[config.mk]
export PLATFORM = sky130hd
export DESIGN_NAME = rab_ctrl
export DESIGN_NICKNAME = d
export VERILOG_FILES = /design/src/hw/rtl/radiance_accumulation_buffer_defines.svh /design/src/hw/rtl/rab_pkg.sv /design/src/hw/rtl/rab_ctrl.sv
export SDC_FILE = /design/constraint.sdc
export NUM_CORES = 1
export LEC_CHECK = 0
export BUFFER_PORTS_ARGS = -buffer_cell sky130_fd_sc_hd__buf_4
export CAP_MARGIN = 20
export CORE_AREA = 4 4 41 43
export DETAILED_ROUTE_END_ITERATION = 8
export DIE_AREA = 0 0 45 47
export GPL_ROUTABILITY_DRIVEN = 0
export GPL_TIMING_DRIVEN = 0
export PLACE_DENSITY = 0.42
export SLEW_MARGIN = 20
export SYNTH_ARGS = -nofsm -noshare
export SYNTH_HDL_FRONTEND = slang
export SYNTH_SLANG_ARGS = --single-unit
[constraint.sdc]
create_clock -name clk -period 3.3 [get_ports clk]
set_input_delay 0.66 -clock clk [delete_from_list [all_inputs] [get_ports clk]]
set_output_delay 0.66 -clock clk [all_outputs]
set_load 0.01 [all_outputs]
[src/hw/rtl/radiance_accumulation_buffer_defines.svh]
// ---------------------------------------------------------------------------
// Radiance accumulation buffer assertion macros
// Shared concurrent assertion forms for the accumulation buffer RTL.
// ---------------------------------------------------------------------------
`ifndef RADIANCE_ACCUMULATION_BUFFER_DEFINES_SVH
`define RADIANCE_ACCUMULATION_BUFFER_DEFINES_SVH

// Same-cycle implication, disabled during reset.
`define RAB_ASSERT_NOW(label, clk, rst_n, ante, cons) \
	label: assert property (@(posedge clk) disable iff (!rst_n) (ante) |-> (cons)) \
		else $error("rab assertion failed");

// Next-cycle implication, disabled during reset.
`define RAB_ASSERT_NEXT(label, clk, rst_n, ante, cons) \
	label: assert property (@(posedge clk) disable iff (!rst_n) (ante) |=> (cons)) \
		else $error("rab assertion failed");

`endif

[src/hw/rtl/rab_pkg.sv]
// ---------------------------------------------------------------------------
// Radiance accumulation buffer package
// Types, codes and constants shared by the accumulation buffer modules.
// ---------------------------------------------------------------------------
package rab_pkg;

	localparam int MAX_WIDTH_DEF  = 256;
	localparam int MAX_HEIGHT_DEF = 256;
	localparam int SUM_BITS_DEF   = 40;

	localparam int OP_W       = 3;
	localparam int COORD_W    = 8;
	localparam int DIM_W      = 9;
	localparam int COLOR_W    = 24;
	localparam int CHAN_W     = 16;
	localparam int CNT_W      = 16;
	localparam int CFG_IDX_W  = 2;
	localparam int DIV_NUM_W  = 50;
	localparam int DIV_STEP_W = 4;

	localparam logic [DIM_W-1:0] DIM_RESET = DIM_W'(256);

	localparam logic [CFG_IDX_W-1:0] REG_IMAGE_WIDTH  = CFG_IDX_W'(0);
	localparam logic [CFG_IDX_W-1:0] REG_IMAGE_HEIGHT = CFG_IDX_W'(1);

	typedef enum logic [OP_W-1:0] {
		OP_CLEAR      = 3'd0,
		OP_ADVANCE    = 3'd1,
		OP_SET_ONE    = 3'd2,
		OP_ACCUMULATE = 3'd3,
		OP_STORE      = 3'd4,
		OP_READ       = 3'd5
	} op_t;

	typedef enum logic [2:0] {
		ST_CLEAR,
		ST_IDLE,
		ST_FETCH,
		ST_EXEC,
		ST_DIV,
		ST_DONE
	} state_t;

	typedef struct packed {
		logic load;
		logic clr_step;
		logic mem_rd;
		logic exec;
		logic div_step;
		logic out_load;
	} ctrl_cmd_t;

	typedef struct packed {
		logic clr_done;
		logic is_read;
		logic div_last;
		logic out_free;
	} dp_status_t;

endpackage

[src/hw/rtl/rab_ctrl.sv]
// ---------------------------------------------------------------------------
// Radiance accumulation buffer controller
// Sequences clear sweeps, memory fetch and execute, division and result hand-off.
// ---------------------------------------------------------------------------
module rab_ctrl (
	input  logic                clk,
	input  logic                arst_n,
	input  logic                valid,
	input  rab_pkg::op_t        op,
	input  rab_pkg::dp_status_t status,
	output logic                ready,
	output rab_pkg::ctrl_cmd_t  cmd
);
	import rab_pkg::*;

	state_t state_q;
	state_t state_nxt;

	always_ff @(posedge clk or negedge arst_n) begin
		if (!arst_n) begin
			state_q <= ST_CLEAR;
		end else begin
			state_q <= state_nxt;
		end
	end

	always_comb begin
		state_nxt = state_q;
		case (state_q)
			ST_CLEAR: begin
				if (status.clr_done) state_nxt = ST_IDLE;
			end
			ST_IDLE: begin
				if (valid) begin
					case (op)
						OP_CLEAR:      state_nxt = ST_CLEAR;
						OP_ACCUMULATE: state_nxt = ST_FETCH;
						OP_STORE:      state_nxt = ST_FETCH;
						OP_READ:       state_nxt = ST_FETCH;
						default:       state_nxt = ST_IDLE;
					endcase
				end
			end
			ST_FETCH: state_nxt = ST_EXEC;
			ST_EXEC: begin
				state_nxt = status.is_read ? ST_DIV : ST_IDLE;
			end
			ST_DIV: begin
				if (status.div_last) state_nxt = ST_DONE;
			end
			ST_DONE: begin
				if (status.out_free) state_nxt = ST_IDLE;
			end
			default: state_nxt = ST_CLEAR;
		endcase
	end

	always_comb begin
		ready        = (state_q == ST_IDLE);
		cmd          = '0;
		cmd.load     = ready && valid;
		cmd.clr_step = (state_q == ST_CLEAR);
		cmd.mem_rd   = (state_q == ST_FETCH);
		cmd.exec     = (state_q == ST_EXEC);
		cmd.div_step = (state_q == ST_DIV);
		cmd.out_load = (state_q == ST_DONE) && status.out_free;
	end
endmodule

Word-level counts from Yosys, hierarchy flattened --
Index checks and enable logic that the tools add are counted.
Word-level totals: flip-flop bits (word level) 3, input bits 10, output and inout port bits 7, word-level logic and storage cells 26
Operators by class: equality and inequality tests 12, mux-type cells 7, reductions and logical operators 6
Operators by type and width (number):
- 3-bit one-hot mux with 6 select lines | 1
- 3-bit two-way mux | 5
- 3-bit == test, second input constant | 4
- 3-bit by 2-bit == test with 1-bit output, second input constant | 3
- 2-bit inequality test, second input constant | 4
- 3-bit zero test | 2
- 2-bit one-hot mux with 2 select lines | 1
- 4-bit AND reduction | 1
- 3-bit by 1-bit == test with 1-bit output, second input constant | 1
- 3-bit OR reduction | 1
- 1-bit logical AND | 2

Depth between registers and ports, before layout --
Gate-level depths: netlist of run 1.
word-level depth 5, depth in mapped cells 5, gate-level depth less buffers 4

Worst setup path before layout of run 1 --
No wires, ideal clock.
path type reg2out, start register state_q[2], end output cmd[5] in the netlist's numbering, arrival 0.920 ns, required time 2.640 ns, slack 1.720 ns, stages on the path, launching flop included 5, buffers on the path 1, cells stage by stage dfrtp_1 buf_6 nand2b_4 nor2_4 and2_1
RTL lines:
- from (decl) | line rab_ctrl.sv:16 | state_t state_q;
- from (signal assigned) | line rab_ctrl.sv:23 | state_q <= state_nxt;
- to (decl) | line rab_ctrl.sv:12 | output rab_pkg::ctrl_cmd_t cmd

==> results_dict.tcl, run 1 <==
set metrics [dict create \
    fin_skew_ns 0.00326 \
    wl_per_cell_um 10.6 \
    p_per_area_nw_per_um2 746 \
    critPathBufInv 2 \
    die_area_um2 2120 \
    vias 309 \
    ys_warn_count 0 \
    place_hpwl_um 577 \
    worstSetupPathType "reg2out" \
    synth-simple-area-share_pct 38.7 \
    ys_types 23 \
    die_w_um 45 \
    postSynthNetCount 43 \
    r2r-start "state_q[2]$_DFFE_PN0P_" \
    regMostFlops "state_q" \
    first_iter_violations 6 \
    hold_path_class "in2async" \
    peakVddDrop_uv 208 \
    largest_register_ffs 3 \
    synth_mux_area_share_pct 7.21 \
    grt-ovfl-total 0 \
    reg_top3 "state_q (3)" \
    ys_seq_area_share_pct 27.0 \
    first_global_vias 305 \
    die_h_um 47 \
    final_area_um2 443 \
    syn_area_um2 278 \
    clockBufferDepth 2 \
    synth_adder_area_share_pct 0 \
    num_antenna_cells 0 \
    worst_r2r_endpoint "state_q[0]$_DFFE_PN0P_" \
    cts_tree "done" \
    wl_um 718 \
    area_growth_syn_to_layout_pct 59.5 \
    p_leak_nw 0.206 \
    slew_violations 0 \
    worst_pin_slew_ns 0.337 \
    reg2reg_depth 5 \
    placed_area_um2 417 \
    ant_nets 0 \
    period_needed_ns 1.90 \
    hold_buffers 0 \
    status "finished clean" \
    synth.avg_cell_area_um2 8.42 \
    grt_max_degree 10 \
    io_buffers 16 \
    vias_per_cell 4.54 \
    maxSlewHeadroom_pct 77.5 \
    cts_max_level 1 \
    grt_util_all_layers_pct 8.00 \
    max_stage_delay_ns 0.36 \
    synth_cells 33 \
    nets 64 \
    ios 17 \
    antenna_found_initial 0 \
    crit_required_ns 2.64 \
    yosysTopAreaCell "dfrtp_1" \
    insertion_delay_ns 0.23 \
    fmax_ghz 0.527 \
    regToRegSetupSlack_ns 2.10 \
    setup_viol 0 \
    cp_max_fo 8 \
    synth_top_family_by_area "simple AND/OR/NAND/NOR gates" \
    drv_cap 0 \
    cts_setup_buffers 0 \
    ys_ff_latch 3 \
    drive_gt1_share_pct 47.2 \
    hold_viol 0 \
    crit_family "simple AND/OR/NAND/NOR gates" \
    grt_pass1_wl_mm 1.15 \
    start_util_pct 21.3 \
    synth-compound-area-share_pct 12.2 \
    cts_buffers 3 \
    yosysTopAreaCellShare_pct 27.0 \
    rows 13 \
    clock-sinks 3 \
    drc_errors 0 \
    rsz0062_at_grt "false" \
    startpoint_type "flip-flop" \
    worstPathCellList "buf_6 > nand2b_4 > nor2_4 > and2_1 > buf_4" \
    synth_area_leaders "dfrtp_1, mux2i_1, nand2_1" \
    worst_setup_path_end_kind "primary output" \
    synth_xor_area_share_pct 3.15 \
    cp.arrival_ns 1.24 \
    root_buffer "clkbuf_4" \
    min_period_over_period_pct 57.5 \
    clk_pin_slew_ns 0.04 \
    core_area_um2 1300 \
    fin_setup_tns_ns 0 \
    firstDrtPassIters 4 \
    critPathSlowestCell "dfrtp_1" \
    cts_resized 0 \
]
-- layout by cell type, fill, tap and decap left out, types with 2 or more instances in the layout --
master / Yosys / routed
nor2_1: 4 / 4
mux2i_1: 2 / 2
nor2b_1: 2 / 2
buf_4: 0 / 16
dfrtp_1: 3 / 3
clkbuf_4: 0 / 3
nand2_1: 4 / 4
-- cells by family after synthesis --
family	Yosys count
muxes	2
xor gates and xnor gates	1
DFF	3
buffers and inverters	4
AOI/OAI and AO/OA	5
and+or+nand+nor	18
-- power by group --
group          internal, mW  leakage (nW)  switching, mW
Combinational         0.105         0.154         0.0982
Sequential           0.0497        0.0374         0.0136
Clock                0.0453        0.0150         0.0184
-- stage by stage --
step | instances | hold slack (ns) | power (mW) | setup WS (ns) | util, %
finish | 68 | 0.207 | 0.330 | 1.40 | 34.0
global route | 68 | 0.205 | 0.358 | 1.34 | 34.0
CTS | 68 | 0.199 | 0.337 | 1.38 | 34.0
detailed placement | 64 | 0.449 | 0.270 | 1.59 | 32.0
global placement | 64 | 0.450 | 0.267 | 1.60 | 32.0
floorplan | 33 | 0.364 | 0.196 | 1.72 | -
-- how the worst max path moves through the flow --
stage,start,to,slack [ns],depth (start not counted)
floorplan,state_q[2]$_DFFE_PN0P_,cmd[5],1.72,4
detailed placement,valid,cmd[5],1.59,3
CTS,state_q[2]$_DFFE_PN0P_,cmd[5],1.38,5
global placement,valid,cmd[5],1.60,3
global route,state_q[2]$_DFFE_PN0P_,cmd[5],1.34,5
finish,state_q[2]$_DFFE_PN0P_,cmd[5],1.40,5
-- final cells by class --
cell class | count | area (um^2)
fill | 150 | 858
inverter | 2 | 7.51
sequential | 3 | 75.1
multi-input combinational | 26 | 170
timing repair buffer | 16 | 120
tap | 15 | 18.8
clock buffer | 4 | 26.3
buffer | 2 | 25.0
-- routing by layer --
layer | share of wire [%] | global-route usage [%] | vias up
met5 | 0 | 0 | -
met4 | 2.6 | 8.77 | 0
met3 | 5.6 | 1.53 | 2
met2 | 52 | 11.6 | 14
met1 | 39 | 9.38 | 142
li1 | - | - | 151
-- Yosys cell counts, drive strengths merged --
cell    n
nand3   1
nand3b  1
nand2   4
mux2i   2
nand2b  2
dfrtp   3
nor2b   2
and2    1
clkbuf  1
a21oi   1
nor2    5
o21ai   2
xnor2   1
nor3    2
a32o    1
buf     1
a32oi   1
inv     2
-- worst register-to-register path, cell delays in order, from the launching register on --
cell      delay, ns
dfrtp_1        0.36
buf_6          0.14
nand2b_4       0.15
nor2_4         0.10
nand2_1        0.07
a32o_1         0.25
Note: power is estimated with default switching activity, not from simulation.
==> run 2: changes to the inputs <==
ABC_AREA = 1   (was unset)
PLACE_DENSITY = 0.43   (was 0.42)
clock period = 1.76 ns   (was 3.3 ns; I/O delays follow)
==> run 2 against run 1 <==
Compared with the run above:
- clock skew decreased by 0.0027 ns
- final cell count increased by 24%
- first-iteration DRC count decreased by 33%
- sequential share of layout area decreased by 0.86 points
- critical path depth decreased by 2
- synthesized area increased by 5.0%
- critical endpoint is now cmd[0]
- largest cell class unchanged
- largest power group unchanged
- highest routed layer is now met3
==> results_dict.tcl, run 2 <==
set metrics [dict create \
    regMostFlops "state_q" \
    synth-simple-area-share_pct 48.1 \
    synth.avg_cell_area_um2 6.07 \
    place_hpwl_um 623 \
    worst_setup_path_end_kind "primary output" \
    start_util_pct 22.4 \
    num_antenna_cells 0 \
    ys_types 16 \
    final_util_pct 35.9 \
    hold_path_class "in2reg" \
    io_buffers 16 \
    grt_max_degree 9 \
    rows 13 \
    cp_max_fo 8 \
    startpoint_type "flip-flop" \
    synth_top_family_by_area "simple AND/OR/NAND/NOR gates" \
    insertion_delay_ns 0.23 \
    p_per_area_nw_per_um2 1470 \
    worstPathCellList "inv_2 > nor4_1 > buf_4" \
    clk_pin_slew_ns 0.04 \
    crit_family "flip-flops" \
    hp-start "valid" \
    crit_required_ns 1.41 \
    synth_edf_count 0 \
    slew_violations 0 \
    holdPathEnd "state_q[0]$_DFFE_PN0P_" \
    grt_pass1_wl_mm 1.17 \
    first_global_vias 283 \
    final_common_cell "buf_4" \
    wl_per_cell_um 9.20 \
    vias_per_cell 4.08 \
    root_buffer "clkbuf_4" \
    peakVddDrop_uv 584 \
    reg_top3 "state_q (3)" \
    grt_util_all_layers_pct 7.67 \
    grt-ovfl-total 0 \
    synth_xor_area_share_pct 0 \
    synth_mux_area_share_pct 0 \
    maxSlewHeadroom_pct 81.6 \
    core_area_um2 1300 \
    p_leak_nw 0.283 \
    max_stage_delay_ns 0.49 \
    yosysTopAreaCell "dfrtp_1" \
    dominantRegCellSynth "dfrtp_1" \
    r2r-start "state_q[1]$_DFFE_PN0P_" \
    die_h_um 47 \
    worstSetupPathType "reg2out" \
    ys_seq_area_share_pct 25.8 \
    critPathSlowestCell "dfrtp_1" \
    ys_warn_count 0 \
    syn_area_um2 292 \
    status "finished clean" \
    synth_cells 48 \
    antenna_found_initial 0 \
    ant_nets 0 \
    wl_um 773 \
    yosysMostFrequentCell "nand2_1" \
    hold_viol 0 \
    cp.depth 3 \
    synth_area_leaders "dfrtp_1, nand2_1, inv_1" \
    die_w_um 45 \
    worst_pin_slew_ns 0.276 \
    firstDrtPassIters 4 \
    min_delay_path_depth 4 \
    cts_resized 0 \
    final_cell_mix "buf_4, nand2_1, inv_1" \
    synth_adder_area_share_pct 0 \
    drc_errors 0 \
    area_growth_syn_to_layout_pct 60.1 \
    cp-startpoint "state_q[2]$_DFFE_PN0P_" \
    critPathBufInv 2 \
    postSynthNetCount 58 \
    regToRegSetupSlack_ns 0.54 \
    worst_r2r_endpoint "state_q[2]$_DFFE_PN0P_" \
    min_period_over_period_pct 91.7 \
    yosysTopAreaCellShare_pct 25.8 \
    fmax_ghz 0.620 \
    rsz0062_at_grt "false" \
    nFillCells 150 \
    fin_setup_tns_ns 0 \
    vias 343 \
    synth-compound-area-share_pct 10.7 \
    nets 80 \
    clockBufferDepth 2 \
    period_needed_ns 1.61 \
    reg2reg_depth 6 \
    drive_gt1_share_pct 36.2 \
    cp.arrival_ns 1.26 \
    synthTopCellsByCount "nand2_1, inv_1" \
    cts_setup_buffers 0 \
    cts_tree "done" \
    drv_cap 0 \
    largest_register_ffs 3 \
    setup_viol 0 \
    ys_ff_latch 3 \
    cts_buffers 3 \
    ios 17 \
    clock-sinks 3 \
    async_reset_ff_share_pct 100 \
    fin_skew_ns 0.000609 \
    cts_max_level 1 \
    die_area_um2 2120 \
    first_iter_violations 4 \
]
## run 2: cell type report
cell class / instances / area [um^2] / area share [%]
well taps: 15 / 18.8 / 4.02
clock buffers: 4 / 26.3 / 5.63
multi-input cells: 33 / 171 / 36.7
repair buffers: 17 / 130 / 27.9
inverters: 12 / 45.0 / 9.65
flip-flops and latches: 3 / 75.1 / 16.1
## run 2: cell families (layout without fill, tap and decap cells)
kind of cell    Yosys count  in the layout
simple gates             28             28
flops                     3              3
compound gates            5              5
buf+inv                  12             33
## run 2: how the worst max path moves through the flow
stage | slack [ns] | endpoint
floorplan | 0.46 | cmd[0]
global placement | 0.38 | cmd[0]
detailed placement | 0.39 | cmd[0]
CTS | 0.13 | cmd[0]
global route | 0.02 | cmd[0]
finish | 0.15 | cmd[0]
## run 2: timing repair
action	CTS	global route
setup endpoints to repair	0	0
endpoints found under the hold margin	3	0
hold buffers	1	0
## run 2: worst min-delay path, cell delays in order
cell	delay, ns
buf_4	0.09
o21ai_2	0.08
inv_1	0.06
nand2_1	0.05
## run 2: power by group
group / leakage [nW] / switching [mW] / internal [mW] / total, mW
clock: 0.0150 / 0.0334 / 0.0848 / 0.118
combinational: 0.229 / 0.225 / 0.183 / 0.408
sequential: 0.0387 / 0.0620 / 0.0995 / 0.161
total: 0.283 / 0.320 / 0.367 / 0.688
## run 2: routing by layer
| metal | wire length [um] | vias up | part of all wire (%) | track usage, % |
|---|---|---|---|---|
| li1 | - | 191 | - | - |
| met1 | 373 | 144 | 48 | 11.8 |
| met2 | 351 | 8 | 45 | 9.32 |
| met3 | 48 | 0 | 6.2 | 1.15 |
| met4 | 0 | 0 | 0 | 5.26 |
| met5 | 0 | - | 0 | 0 |
## run 2: through the flow
stage | setup slack (ns) | instance area [um^2] | cells | hold WS [ns] | power, mW
after floorplan | 0.456 | 292 | 48 | 0.0564 | 0.407
after global placement | 0.377 | 430 | 79 | 0.143 | 0.579
after global routing | 0.0195 | 467 | 84 | 0.442 | 0.768
final | 0.146 | 467 | 84 | 0.432 | 0.688
after CTS | 0.132 | 467 | 84 | 0.428 | 0.702
after detailed placement | 0.389 | 430 | 79 | 0.142 | 0.574
